File: config.mk
export PLATFORM = sky130hd
export DESIGN_NAME = fraction_arith_reduce
export DESIGN_NICKNAME = d
export VERILOG_FILES = /design/src/sv/far_pkg.sv /design/src/sv/fraction_arith_reduce.sv /design/src/sv/far_ctrl.sv /design/src/sv/far_dp.sv
export VERILOG_INCLUDE_DIRS = /design/src /design/src/sv
export SDC_FILE = /design/constraint.sdc
export NUM_CORES = 2
export LEC_CHECK = 0
export BUFFER_PORTS_ARGS = -buffer_cell sky130_fd_sc_hd__buf_2
export CORE_ASPECT_RATIO = 1.2
export CORE_MARGIN = 2
export CORE_UTILIZATION = 30
export CTS_CLUSTER_DIAMETER = 50
export CTS_CLUSTER_SIZE = 16
export DETAILED_ROUTE_END_ITERATION = 12
export GPL_ROUTABILITY_DRIVEN = 0
export MAX_ROUTING_LAYER = met4
export PLACE_DENSITY_LB_ADDON = 0.08
export SLEW_MARGIN = 30
export SYNTH_ARGS = -nofsm -noshare
export SYNTH_HDL_FRONTEND = slang
export SYNTH_SLANG_ARGS = --single-unit
File: constraint.sdc
create_clock -name clk_i -period 12.2 [get_ports clk_i]
set_clock_uncertainty 0.05 [all_clocks]
set_input_delay 0 -clock clk_i [delete_from_list [all_inputs] [get_ports clk_i]]
set_output_delay 0 -clock clk_i [all_outputs]
set_load 0.02 [all_outputs]
File: src/sv/fraction_arith_reduce_assert.svh
// ---------------------------------------------------------------------------
// Assertion macros for the fraction arithmetic block.
// Each macro expands to a labeled concurrent assertion, or to nothing when
// SYNTHESIS is defined.
// ---------------------------------------------------------------------------
`ifndef FRACTION_ARITH_REDUCE_ASSERT_SVH
`define FRACTION_ARITH_REDUCE_ASSERT_SVH
`ifndef SYNTHESIS
`define FAR_ASSERT_IMPL(label, clk, rst_n, ante, cons) \
  label: assert property (@(posedge clk) disable iff (!rst_n) (ante) |-> (cons)) \
    else $error("assertion failed");
`define FAR_ASSERT_NEXT(label, clk, rst_n, ante, cons) \
  label: assert property (@(posedge clk) disable iff (!rst_n) (ante) |=> (cons)) \
    else $error("assertion failed");
`else
`define FAR_ASSERT_IMPL(label, clk, rst_n, ante, cons)
`define FAR_ASSERT_NEXT(label, clk, rst_n, ante, cons)
`endif
`endif

File: src/sv/far_pkg.sv
// ---------------------------------------------------------------------------
// Fraction arithmetic package
// Widths, opcodes, controller states and command and status types.
// ---------------------------------------------------------------------------
`default_nettype none
package far_pkg;
  localparam int unsigned OpW = 16;
  localparam int unsigned ProdW = 2 * OpW;
  localparam int unsigned MagW = ProdW + 1;
  localparam int unsigned CntW = $clog2(MagW + 1);
  localparam int unsigned NumW = 33;
  localparam int unsigned DenW = 31;

  typedef enum logic [2:0] {
    OP_ADD  = 3'd0,
    OP_SUB  = 3'd1,
    OP_MUL  = 3'd2,
    OP_DIV  = 3'd3,
    OP_SIMP = 3'd4
  } op_e;

  typedef enum logic [2:0] {
    ST_IDLE,
    ST_MUL,
    ST_SUM,
    ST_GCD,
    ST_DIVN,
    ST_DIVD,
    ST_OUT
  } state_e;

  typedef struct packed {
    logic load;
    logic mul;
    logic sum;
    logic gcd_step;
    logic div_start;
    logic div_step;
    logic div_sel_den;
    logic finish;
  } cmd_t;

  typedef struct packed {
    logic special;
    logic gcd_done;
    logic div_done;
  } sts_t;
endpackage
`default_nettype wire

File: src/sv/fraction_arith_reduce.sv
// ---------------------------------------------------------------------------
// Fraction arithmetic with reduction
// One item at a time: products, signed sum, binary GCD and two restoring
// divisions. A zero numerator or denominator skips the GCD loop and both divisions.
// ---------------------------------------------------------------------------
`default_nettype none
`include "fraction_arith_reduce_assert.svh"
module fraction_arith_reduce (
  input  logic                             clk_i,
  input  logic                             rst_ni,
  input  logic                             in_valid_i,
  output logic                             in_ready_o,
  input  logic [2:0]                       opcode_i,
  input  logic signed [far_pkg::OpW-1:0]   num_a_i,
  input  logic signed [far_pkg::OpW-1:0]   den_a_i,
  input  logic signed [far_pkg::OpW-1:0]   num_b_i,
  input  logic signed [far_pkg::OpW-1:0]   den_b_i,
  output logic                             out_valid_o,
  input  logic                             out_ready_i,
  output logic signed [far_pkg::NumW-1:0]  res_num_o,
  output logic [far_pkg::DenW-1:0]         res_den_o,
  output logic                             status_o
);
  far_pkg::cmd_t cmd;
  far_pkg::sts_t sts;
  logic busy, in_fire, out_free, ov_q;

  assign in_ready_o = !busy;
  assign in_fire = in_valid_i && in_ready_o;
  assign out_free = !ov_q || out_ready_i;
  assign out_valid_o = ov_q;

  always_ff @(posedge clk_i or negedge rst_ni) begin
    if (!rst_ni) begin
      ov_q <= 1'b0;
    end else if (cmd.finish) begin
      ov_q <= 1'b1;
    end else if (out_ready_i) begin
      ov_q <= 1'b0;
    end
  end

  logic signed [far_pkg::NumW-1:0] num_w;
  logic [far_pkg::DenW-1:0] den_w;
  logic st_w;
  logic signed [far_pkg::NumW-1:0] num_q;
  logic [far_pkg::DenW-1:0] den_q;
  logic st_q;

  always_ff @(posedge clk_i) begin
    if (cmd.finish) begin
      num_q <= num_w; den_q <= den_w; st_q <= st_w;
    end
  end

  assign res_num_o = num_q;
  assign res_den_o = den_q;
  assign status_o = st_q;

  far_ctrl u_ctrl (
    .clk_i(clk_i), .rst_ni(rst_ni), .in_fire_i(in_fire), .out_free_i(out_free),
    .sts_i(sts), .cmd_o(cmd), .busy_o(busy)
  );

  far_dp u_dp (
    .clk_i(clk_i), .rst_ni(rst_ni), .cmd_i(cmd), .opcode_i(opcode_i),
    .num_a_i(num_a_i), .den_a_i(den_a_i), .num_b_i(num_b_i), .den_b_i(den_b_i),
    .sts_o(sts), .res_num_o(num_w), .res_den_o(den_w), .status_o(st_w)
  );

  `FAR_ASSERT_IMPL(a_no_load_busy, clk_i, rst_ni, busy, !cmd.load)
  `FAR_ASSERT_NEXT(a_finish_valid, clk_i, rst_ni, cmd.finish, out_valid_o)
  `FAR_ASSERT_IMPL(a_err_den, clk_i, rst_ni, out_valid_o && status_o, res_den_o == '0)
endmodule
`default_nettype wire

File: src/sv/far_ctrl.sv
// ---------------------------------------------------------------------------
// Fraction arithmetic controller
// Sequences operand products, GCD reduction and the two divisions.
// ---------------------------------------------------------------------------
`default_nettype none
module far_ctrl (
  input  logic            clk_i,
  input  logic            rst_ni,
  input  logic            in_fire_i,
  input  logic            out_free_i,
  input  far_pkg::sts_t   sts_i,
  output far_pkg::cmd_t   cmd_o,
  output logic            busy_o
);
  far_pkg::state_e state_q, state_d;

  always_ff @(posedge clk_i or negedge rst_ni) begin
    if (!rst_ni) begin
      state_q <= far_pkg::ST_IDLE;
    end else begin
      state_q <= state_d;
    end
  end

  always_comb begin
    state_d = state_q;
    unique case (state_q)
      far_pkg::ST_IDLE: if (in_fire_i) state_d = far_pkg::ST_MUL;
      far_pkg::ST_MUL:  state_d = far_pkg::ST_SUM;
      far_pkg::ST_SUM:  state_d = far_pkg::ST_GCD;
      far_pkg::ST_GCD: begin
        if (sts_i.special) state_d = far_pkg::ST_OUT;
        else if (sts_i.gcd_done) state_d = far_pkg::ST_DIVN;
      end
      far_pkg::ST_DIVN: if (sts_i.div_done) state_d = far_pkg::ST_DIVD;
      far_pkg::ST_DIVD: if (sts_i.div_done) state_d = far_pkg::ST_OUT;
      far_pkg::ST_OUT:  if (out_free_i) state_d = far_pkg::ST_IDLE;
      default:          state_d = far_pkg::ST_IDLE;
    endcase
  end

  always_comb begin
    cmd_o = '0;
    unique case (state_q)
      far_pkg::ST_IDLE: cmd_o.load = in_fire_i;
      far_pkg::ST_MUL:  cmd_o.mul = 1'b1;
      far_pkg::ST_SUM:  cmd_o.sum = 1'b1;
      far_pkg::ST_GCD: begin
        cmd_o.gcd_step = !sts_i.special && !sts_i.gcd_done;
        cmd_o.div_start = sts_i.gcd_done && !sts_i.special;
      end
      far_pkg::ST_DIVN: begin
        cmd_o.div_step = !sts_i.div_done;
        cmd_o.div_start = sts_i.div_done;
        cmd_o.div_sel_den = sts_i.div_done;
      end
      far_pkg::ST_DIVD: begin
        cmd_o.div_step = !sts_i.div_done;
        cmd_o.div_sel_den = 1'b1;
      end
      far_pkg::ST_OUT:  cmd_o.finish = out_free_i;
      default:          cmd_o = '0;
    endcase
  end

  assign busy_o = (state_q != far_pkg::ST_IDLE);
endmodule
`default_nettype wire

File: src/sv/far_dp.sv
// ---------------------------------------------------------------------------
// Fraction arithmetic datapath
// Products, signed sum, binary GCD and a restoring divider.
// ---------------------------------------------------------------------------
`default_nettype none
module far_dp (
  input  logic                             clk_i,
  input  logic                             rst_ni,
  input  far_pkg::cmd_t                    cmd_i,
  input  logic [2:0]                       opcode_i,
  input  logic signed [far_pkg::OpW-1:0]   num_a_i,
  input  logic signed [far_pkg::OpW-1:0]   den_a_i,
  input  logic signed [far_pkg::OpW-1:0]   num_b_i,
  input  logic signed [far_pkg::OpW-1:0]   den_b_i,
  output far_pkg::sts_t                    sts_o,
  output logic signed [far_pkg::NumW-1:0]  res_num_o,
  output logic [far_pkg::DenW-1:0]         res_den_o,
  output logic                             status_o
);
  localparam int unsigned W = far_pkg::OpW;
  localparam int unsigned P = far_pkg::ProdW;
  localparam int unsigned M = far_pkg::MagW;
  localparam int unsigned C = far_pkg::CntW;

  logic [2:0]   op_q;
  logic [W-1:0] ma_q, da_q, mb_q, db_q;
  logic         sa_q, sda_q, sb_q, sdb_q;
  logic [P-1:0] p1_q, p2_q, pd_q;
  logic         s1_q, s2_q, sd_q;
  logic [M-1:0] n_q, d_q, u_q, v_q, g_q;
  logic         nneg_q;
  logic [C-1:0] k_q;
  logic [M-1:0] quo_q, rem_q, dvd_q;
  logic [C-1:0] dcnt_q;
  logic [M-1:0] rn_q;
  logic         spec_q, err_q;
  logic [far_pkg::NumW-1:0] onum_q;
  logic [far_pkg::DenW-1:0] oden_q;

  function automatic logic [W-1:0] mag(input logic [W-1:0] x);
    mag = x[W-1] ? (~x + 1'b1) : x;
  endfunction

  logic [M-1:0] a1, a2, sum_mag, g_sh, rem_sh;
  logic         sum_neg, sub_op;
  logic [M-1:0] d_new;

  always_comb begin
    sub_op = (op_q == far_pkg::OP_SUB);
    a1 = {1'b0, p1_q};
    a2 = {1'b0, p2_q};
    if (s1_q == (s2_q ^ sub_op)) begin
      sum_mag = a1 + a2;
      sum_neg = s1_q;
    end else if (a1 >= a2) begin
      sum_mag = a1 - a2;
      sum_neg = s1_q;
    end else begin
      sum_mag = a2 - a1;
      sum_neg = s2_q ^ sub_op;
    end
    g_sh = u_q << k_q;
    rem_sh = {rem_q[M-2:0], dvd_q[M-1]};
    d_new = {1'b0, pd_q};
  end

  always_ff @(posedge clk_i or negedge rst_ni) begin
    if (!rst_ni) begin
      spec_q <= 1'b0;
      dcnt_q <= '0;
    end else begin
      if (cmd_i.sum) spec_q <= (d_new == '0) || (sum_mag == '0);
      if (cmd_i.div_start) dcnt_q <= C'(M);
      else if (cmd_i.div_step) dcnt_q <= dcnt_q - 1'b1;
    end
  end

  always_ff @(posedge clk_i) begin
    if (cmd_i.load) begin
      op_q <= opcode_i;
      ma_q <= mag(num_a_i); sa_q <= num_a_i[W-1];
      da_q <= mag(den_a_i); sda_q <= den_a_i[W-1];
      mb_q <= mag(num_b_i); sb_q <= num_b_i[W-1];
      db_q <= mag(den_b_i); sdb_q <= den_b_i[W-1];
    end
    if (cmd_i.mul) begin
      unique case (op_q)
        far_pkg::OP_ADD, far_pkg::OP_SUB: begin
          p1_q <= ma_q * db_q; s1_q <= sa_q ^ sdb_q;
          p2_q <= mb_q * da_q; s2_q <= sb_q ^ sda_q;
          pd_q <= da_q * db_q; sd_q <= sda_q ^ sdb_q;
        end
        far_pkg::OP_MUL: begin
          p1_q <= ma_q * mb_q; s1_q <= sa_q ^ sb_q;
          p2_q <= '0; s2_q <= 1'b0;
          pd_q <= da_q * db_q; sd_q <= sda_q ^ sdb_q;
        end
        far_pkg::OP_DIV: begin
          p1_q <= ma_q * db_q; s1_q <= sa_q ^ sdb_q;
          p2_q <= '0; s2_q <= 1'b0;
          pd_q <= da_q * mb_q; sd_q <= sda_q ^ sb_q;
        end
        default: begin
          p1_q <= P'(ma_q); s1_q <= sa_q;
          p2_q <= '0; s2_q <= 1'b0;
          pd_q <= P'(da_q); sd_q <= sda_q;
        end
      endcase
    end
    if (cmd_i.sum) begin
      n_q <= sum_mag;
      d_q <= d_new;
      u_q <= sum_mag;
      v_q <= d_new;
      k_q <= '0;
      nneg_q <= sum_neg ^ sd_q;
      err_q <= (d_new == '0);
    end
    if (cmd_i.gcd_step) begin
      if (!u_q[0] && !v_q[0]) begin
        u_q <= u_q >> 1; v_q <= v_q >> 1; k_q <= k_q + 1'b1;
      end else if (!u_q[0]) begin
        u_q <= u_q >> 1;
      end else if (!v_q[0]) begin
        v_q <= v_q >> 1;
      end else if (u_q >= v_q) begin
        u_q <= (u_q - v_q) >> 1;
      end else begin
        v_q <= (v_q - u_q) >> 1;
      end
    end
    if (cmd_i.div_start) begin
      g_q <= cmd_i.div_sel_den ? g_q : g_sh;
      dvd_q <= cmd_i.div_sel_den ? d_q : n_q;
      rem_q <= '0;
      quo_q <= '0;
    end else if (cmd_i.div_step) begin
      if (rem_sh >= g_q) begin
        rem_q <= rem_sh - g_q;
        quo_q <= {quo_q[M-2:0], 1'b1};
      end else begin
        rem_q <= rem_sh;
        quo_q <= {quo_q[M-2:0], 1'b0};
      end
      dvd_q <= dvd_q << 1;
    end
    if (cmd_i.div_start && cmd_i.div_sel_den) rn_q <= quo_q;
    if (sts_o.special && !cmd_i.finish) begin
      onum_q <= '0;
      oden_q <= err_q ? '0 : far_pkg::DenW'(1);
    end else if (sts_o.div_done && cmd_i.div_sel_den && !cmd_i.div_start) begin
      onum_q <= nneg_q ? far_pkg::NumW'(~rn_q + 1'b1) : far_pkg::NumW'(rn_q);
      oden_q <= far_pkg::DenW'(quo_q);
    end
  end

  assign sts_o.special = spec_q;
  assign sts_o.gcd_done = (u_q == '0) || (v_q == '0) || (u_q == v_q);
  assign sts_o.div_done = (dcnt_q == '0);
  assign res_num_o = onum_q;
  assign res_den_o = oden_q;
  assign status_o = err_q;
endmodule
`default_nettype wire
### Yosys cells after proc, flatten, opt, wreduce, memory -nomap -nowiden

Index checks and enable logic that the tools add are counted.

| storage, ports and cells | value |
|---|---|
| bits in registers | 613 |
| input port bits | 71 |
| output and inout port bits | 67 |
| word-level logic and storage cells | 180 |

| cells by class | value |
|---|---|
| add/sub/neg operators | 13 |
| multiply operators | 4 |
| order comparisons | 3 |
| equality and inequality tests | 16 |
| shift operators | 1 |
| mux-type cells | 54 |
| bitwise gates (word level) | 12 |
| reductions and logical operators | 37 |

Operator list:

| cell | count |
|---|---|
| 33-bit two-way mux | 18 |
| 33-bit logical NOT | 4 |
| 16-bit by 16-bit multiplier with 32-bit output | 4 |
| 32-bit case mux with 2 select lines | 2 |
| 33-bit >= comparator | 2 |
| 32-bit by 32-bit subtractor with 33-bit output | 2 |
| 33-bit subtractor | 2 |
| 16-bit by 1-bit adder with 16-bit output, second input constant | 4 |
| 16-bit NOT | 4 |
| 31-bit two-way mux | 2 |
| 15-bit two-way mux | 4 |
| 32-bit by 32-bit adder with 33-bit output | 1 |
| 33-bit by 1-bit adder with 33-bit output, second input constant | 1 |
| 33-bit == test | 1 |
| 33-bit NOT | 1 |
| 33-bit by 6-bit << shifter with 33-bit output | 1 |
| 32-bit >= comparator | 1 |
| 32-bit two-way mux | 1 |
| 32-bit subtractor | 1 |
| 6-bit two-way mux | 5 |
| 3-bit case mux with 7 select lines | 1 |
| 3-bit two-way mux | 6 |
| 3-bit by 2-bit == test with 1-bit output, second input constant | 4 |
| 1-bit two-way mux | 11 |
| other kinds (22) | 57 |

### Longest topological paths before layout

| depth | value |
|---|---|
| depth in word-level cells | 10 |
| gate-level depth with buffers | 27 |
| gate-level depth less buffers | 26 |

### Modules after synthesis

Synthesis repeated with hierarchy kept, for this count alone.

| second synthesis, totals | value |
|---|---|
| cells, all modules | 7625 |
| area, all modules | 70096.0 sq um |

Modules (own cells, without submodules):

| module | times used | cells an instance | area each (sq um) | seq. area each (sq um) |
|---|---|---|---|---|
| far_dp | 1 | 7520 | 67811.3 | 14599.0 |
| fraction_arith_reduce | 1 | 70 | 2009.4 | 1976.9 |
| far_ctrl | 1 | 35 | 275.3 | 75.1 |

### Worst setup path before layout

No wires, ideal clock.

| timing path | value |
|---|---|
| kind | reg2reg |
| start point | reg u_ctrl.state_q[0] |
| end point | reg u_dp.p1_q[0], enable pin |
| setup time | 0.699 ns |
| data arrival time | 7.842 ns |
| data required time | 11.451 ns |
| setup slack | 3.609 ns |
| cell stages (with the launch flop) | 3 |
| path buffers | 1 |
| clock period less this slack | 8.591 ns |
| cells stage by stage | dfrtp_1 clkbuf_1 nor3b_1 |

| on the way | value |
|---|---|
| cells in the longest elaborated chain, start to end | 2 |

RTL lines:

| what | RTL line | RTL |
|---|---|---|
| start, declared | far_ctrl.sv:15 | `far_pkg::state_e state_q, state_d;` |
| start signal, assigned | far_ctrl.sv:19 | `state_q <= far_pkg::ST_IDLE;` |
| start signal, assigned | far_ctrl.sv:21 | `state_q <= state_d;` |
| 3-bit by 1-bit == test with 1-bit output | far_ctrl.sv:44 | `unique case (state_q)` |
| 1-bit two-way mux | far_ctrl.sv:44 |  |
| end signal, assigned | far_dp.sv:89 | `p1_q <= ma_q * db_q; s1_q <= sa_q ^ sdb_q;` |
| end signal, assigned | far_dp.sv:94 | `p1_q <= ma_q * mb_q; s1_q <= sa_q ^ sb_q;` |
| end signal, assigned | far_dp.sv:99 | `p1_q <= ma_q * db_q; s1_q <= sa_q ^ sdb_q;` |
| end, declared | far_dp.sv:28 | `logic [P-1:0] p1_q, p2_q, pd_q;` |

Every way passes these cells.
A chain may end at the register's enable or synchronous reset.

### Final worst setup path

| timing path | value |
|---|---|
| start point | reg u_dp.da_q[7] |
| end point | reg u_dp.pd_q[29], data pin |

| on the way | value |
|---|---|
| cells in the longest elaborated chain, start to end | 2 |
| elaborated cells between the ends (all ways) | 3 |
| classes of those cells | mul (2); mux (1) |

RTL lines:

| what | RTL line | RTL |
|---|---|---|
| start, declared | far_dp.sv:26 | `logic [W-1:0] ma_q, da_q, mb_q, db_q;` |
| start signal, assigned | far_dp.sv:82 | `da_q <= mag(den_a_i); sda_q <= den_a_i[W-1];` |
| 16-bit by 16-bit multiplier with 32-bit output (on tied branches) | far_dp.sv:101, far_dp.sv:91, far_dp.sv:96 |  |
| 32-bit case mux with 2 select lines * | far_dp.sv:87 | `unique case (op_q)` |
| end signal, assigned | far_dp.sv:91 | `pd_q <= da_q * db_q; sd_q <= sda_q ^ sdb_q;` |
| end signal, assigned | far_dp.sv:101 | `pd_q <= da_q * mb_q; sd_q <= sda_q ^ sb_q;` |
| end signal, assigned | far_dp.sv:106 | `pd_q <= P'(da_q); sd_q <= sda_q;` |
| end, declared | far_dp.sv:28 |  |

Every way passes the cells marked *; elsewhere a longest branch is shown, timed or not.

==> results.txt <==
----------------------------------------------------
[Outcome]
  Run status ... finished, final reports clean

[Detailed routing]
  Total via count after detailed routing ... between 50000 and 60000
  Final wirelength ... ~250 mm
  Antenna-violating nets left ... 0
  WL per Instance ... 22.2 um
  Number of vias per cell after detailed routing ... between 4 and 5
  Violation count after the first detailed-routing iteration ... around 3000
  Initial DRT Pass Iterations ... 5
  Post-route DRC ... 0

[Critical path]
  Crit. End Element ... register
  Endpoint of the lowest-slack register-to-register path ... u_dp.pd_q[29]
  Startpoint of the worst register-to-register path ... u_dp.da_q[7]
  Peak fanout along the critical path ... 18
  Flop2flop setup slack ... 4.60 ns
  Start-to-end type of the worst setup path ... reg2reg
  Category of the worst setup path launch point ... register
  Number of cells traversed by the worst register-to-register path ... 23
  Required time at the endpoint of the critical path ... ~13 ns
  Arrival time at the worst endpoint ... around 8.0 ns

[Clocking]
  Inserted Clock Buffers ... 93
  Number of buffers on the longest clock path ... 3
  Clock root cell ... sky130_fd_sc_hd__clkbuf_16
  CTS tree ... done
  Number of clock sinks ... between 600 and 700
  Number of buffers inserted by post-CTS setup repair ... 0
  CTS clock-pin slew for the worst setup and hold paths ... 0.06 ns
  Skew-Pair Late Insertion Delay ... between 0.7 and 0.8 ns
  H-tree Lvls ... 3

[Global route]
  Remaining global-route overflow ... 0
  Maximum number of pins on one net before global-route repair ... 81
  All-Layer GR Usage ... between 20% and 30%
  Wire length of the first global-routing pass ... 374 mm
  Number of global-route vias before repair ... approximately 58000
  Initial antenna violation count ... 10

[Die]
  Die extent in x ... 448 um
  Die Outline Area ... roughly 240000 um^2
  Floorplan Core Area ... roughly 240000 um^2
  Standard-cell rows ... roughly 200
  Initial core utilization ... a little under a third
  Floorplan die height ... 537 um
  IO Count ... 138

[Synth]
  Synthesized area ... approximately 70000 um^2
  Synthesis-stage register bit count ... around 600
  Synth Net Count ... between 9000 and 10000
  Multiplexer area fraction after synthesis ... under 10%
  Parity-gate share of the synthesized area counting xor and xnor cells ... approximately 3.7%
  Seq/Total Area, Yosys ... around a quarter
  Post-synthesis share of cell area spent on and, or, nand and nor gates ... approximately 17%
  Instance count of the mapped netlist ... 7844
  Top post-synthesis cells by count ... sky130_fd_sc_hd__inv_1 (1138), sky130_fd_sc_hd__nand2_1 (989), sky130_fd_sc_hd__fa_1 (782)
  Most instantiated library cell after synthesis ... sky130_fd_sc_hd__inv_1
  Largest area contributor in the synthesized netlist ... sky130_fd_sc_hd__fa_1
  Compound-cell area share of the yosys netlist ... a little over an eighth
  Asr flop ratio synth ... 1.79%
  Leading register cell type out of synthesis ... sky130_fd_sc_hd__edfxtp_1
  Ys Warns ... 0
  Number of enable-type register cells in the synthesized netlist ... approximately 430
  Synth Area in Adders ... 33.0%
  Area contributors post-synth ... sky130_fd_sc_hd__fa_1 (22%), sky130_fd_sc_hd__edfxtp_1 (18%), sky130_fd_sc_hd__ha_1 (11%)
  Largest family of logic cells by synthesized area ... adder cells
  Average cell area after synthesis ... 9.04 um^2
  Portion of synthesized cell area occupied by the leading cell type ... between 20 and 25%
  Count of distinct cell types in the synthesized netlist ... between 100 and 150

[Timing]
  Number of failing hold endpoints at the final stage ... 0
  Peak clock frequency supported by timing ... about 130 MHz
  Final-report max-slew violation count ... 0
  Min setup slack post-route ... ~4.6 ns
  Final setup violation count ... 0
  Setup repair after global routing missed its margin ... no
  Max-slew headroom ... 29.7%
  Period utilisation layout ... between 60% and 70%
  Slew at the pin closest to its max-slew limit ... about 1.1 ns
  Setup TNS ... 0 ns
  Final critical delay including setup and external delays ... roughly 7.6 ns

[Cells and area]
  Synth-to-layout area growth ... 12.6%
  Final design area excluding fillers ... between 70000 and 80000 um^2
  Fillcell total ... about 25000
  Sequential Area ... 16700 um^2
  Total area of multi-input combinational cells ... about 49000 um^2
  Fin nets ... 9394
  Fraction of final layout cells sized beyond drive strength 1 ... between 6 and 7%

[Hold path]
  Destination of the worst hold path ... u_dp.da_q[8]
  Beginning of the worst hold path ... den_a_i[8]
  Worst hold stages ... 3
  Hold crit path type ... in2reg

[Power]
  Max IR drop VDD ... 97.5 uV
  Leakage power figure ... between 30 and 40 nW
  Power per standard cell area ... about 63 nW/um^2

[Placement]
  Post-place instance area ... 75000 um^2
  Hpwl dp ... about 190 mm
  Port Buf Inserts ... approximately 140
  Place WS ... 4.61 ns

[Flow run]
  Max-capacitance violation count ... 0

----------------------------------------------------
[stage by stage]
step	utilization, %	cells	power [W]	hold slack, ns
after detailed placement	31.9	10800	0.00231	-0.137
final	34.0	11200	0.00506	0.0943
after global placement	31.9	10800	0.00231	-0.136
after global routing	34.0	11200	0.00525	0.0735
after CTS	33.9	11200	0.00516	0.0144
after floorplan	-	7844	0.00228	-0.346
[power breakdown]
| part | internal (W) | switching [W] |
|---|---|---|
| Sequential | 0.00221 | 0.00000000000000000000664 |
| Combinational | 0.0000627 | 0.0000370 |
| Clock | 0.00157 | 0.00119 |
[logic make-up after synthesis]
group	after synthesis
compound gates	1411
simple gates	2452
buf+inv	1574
mux	93
fa+ha+maj	1400
xor+xnor	301
flops	613
[critical path: stages, from the launching register on]
cell and delay [ns]:
sky130_fd_sc_hd__edfxtp_1 0.95, sky130_fd_sc_hd__buf_4 0.44, sky130_fd_sc_hd__nand2_1 0.14, sky130_fd_sc_hd__fa_1 0.55, sky130_fd_sc_hd__inv_1 0.05, sky130_fd_sc_hd__fa_1 0.50, sky130_fd_sc_hd__inv_1 0.05, sky130_fd_sc_hd__fa_1 0.53
sky130_fd_sc_hd__inv_1 0.05, sky130_fd_sc_hd__fa_1 0.45, sky130_fd_sc_hd__fa_1 0.49, sky130_fd_sc_hd__inv_1 0.05, sky130_fd_sc_hd__fa_1 0.47, sky130_fd_sc_hd__inv_1 0.04, sky130_fd_sc_hd__ha_1 0.32, sky130_fd_sc_hd__and2_0 0.25
sky130_fd_sc_hd__nand3_1 0.12, sky130_fd_sc_hd__nand2_1 0.05, sky130_fd_sc_hd__a21o_1 0.17, sky130_fd_sc_hd__a221o_1 0.36, sky130_fd_sc_hd__a311o_1 0.40, sky130_fd_sc_hd__a2111oi_0 0.55, sky130_fd_sc_hd__or4_1 0.19, sky130_fd_sc_hd__o211ai_1 0.08
[area by class of cell]
class | count | share of cell area [%]
multi-input combinational | 5657 | 60.8
sequential | 613 | 20.8
inverter | 1144 | 5.38
tap | 3152 | 4.94
timing repair buffer | 414 | 4.03
clock buffer | 112 | 3.13
clock inverter | 64 | 0.882
antenna | 7 | 0.0219
[placed cells by master, fill, tap and decap left out, drive strengths merged, types with 151 or more instances in the layout]
cell type,netlist,layout
ha,618,618
nand2,989,989
nor2,400,400
dlygate4sd3,0,151
o21ai,297,297
fa,782,782
a21oi,358,358
edfxtp,432,432
and2,542,542
xnor2,170,170
buf,51,263
inv,1142,1170
dfxtp,170,170
[state kept, by name, indices dropped and copies added (netlist names), 33 cells and up]
name            count
u_dp.g_q           33
u_dp.res_num_o     33
u_dp.dvd_q         33
u_dp.v_q           33
res_num_o          33
u_dp.n_q           33
u_dp.quo_q         33
u_dp.u_q           33
u_dp.rn_q          33
[worst max path at each step]
stage                                 start       endpoint  cells past startpoint
after floorplan           u_ctrl.state_q[0]   u_dp.p1_q[0]                      2
after global placement         u_dp.da_q[7]  u_dp.pd_q[29]                     23
after detailed placement       u_dp.da_q[7]  u_dp.pd_q[29]                     23
after CTS                      u_dp.da_q[7]  u_dp.pd_q[29]                     23
after global routing           u_dp.da_q[7]  u_dp.pd_q[29]                     23
final                          u_dp.da_q[7]  u_dp.pd_q[29]                     23
[routing by layer]
| layer | part of all wire [%] | global-route usage (%) |
|---|---|---|
| met5 | 0 | - |
| met4 | 3.8 | 7.42 |
| met3 | 3.3 | 2.16 |
| met2 | 51 | 36.7 |
| met1 | 42 | 25.5 |
[repair_timing]
item,in CTS,in global routing
hold buffers,151,0
endpoints found under the hold margin,89,0
gates resized for setup,0,0
Note: power is estimated with default switching activity, not from simulation.
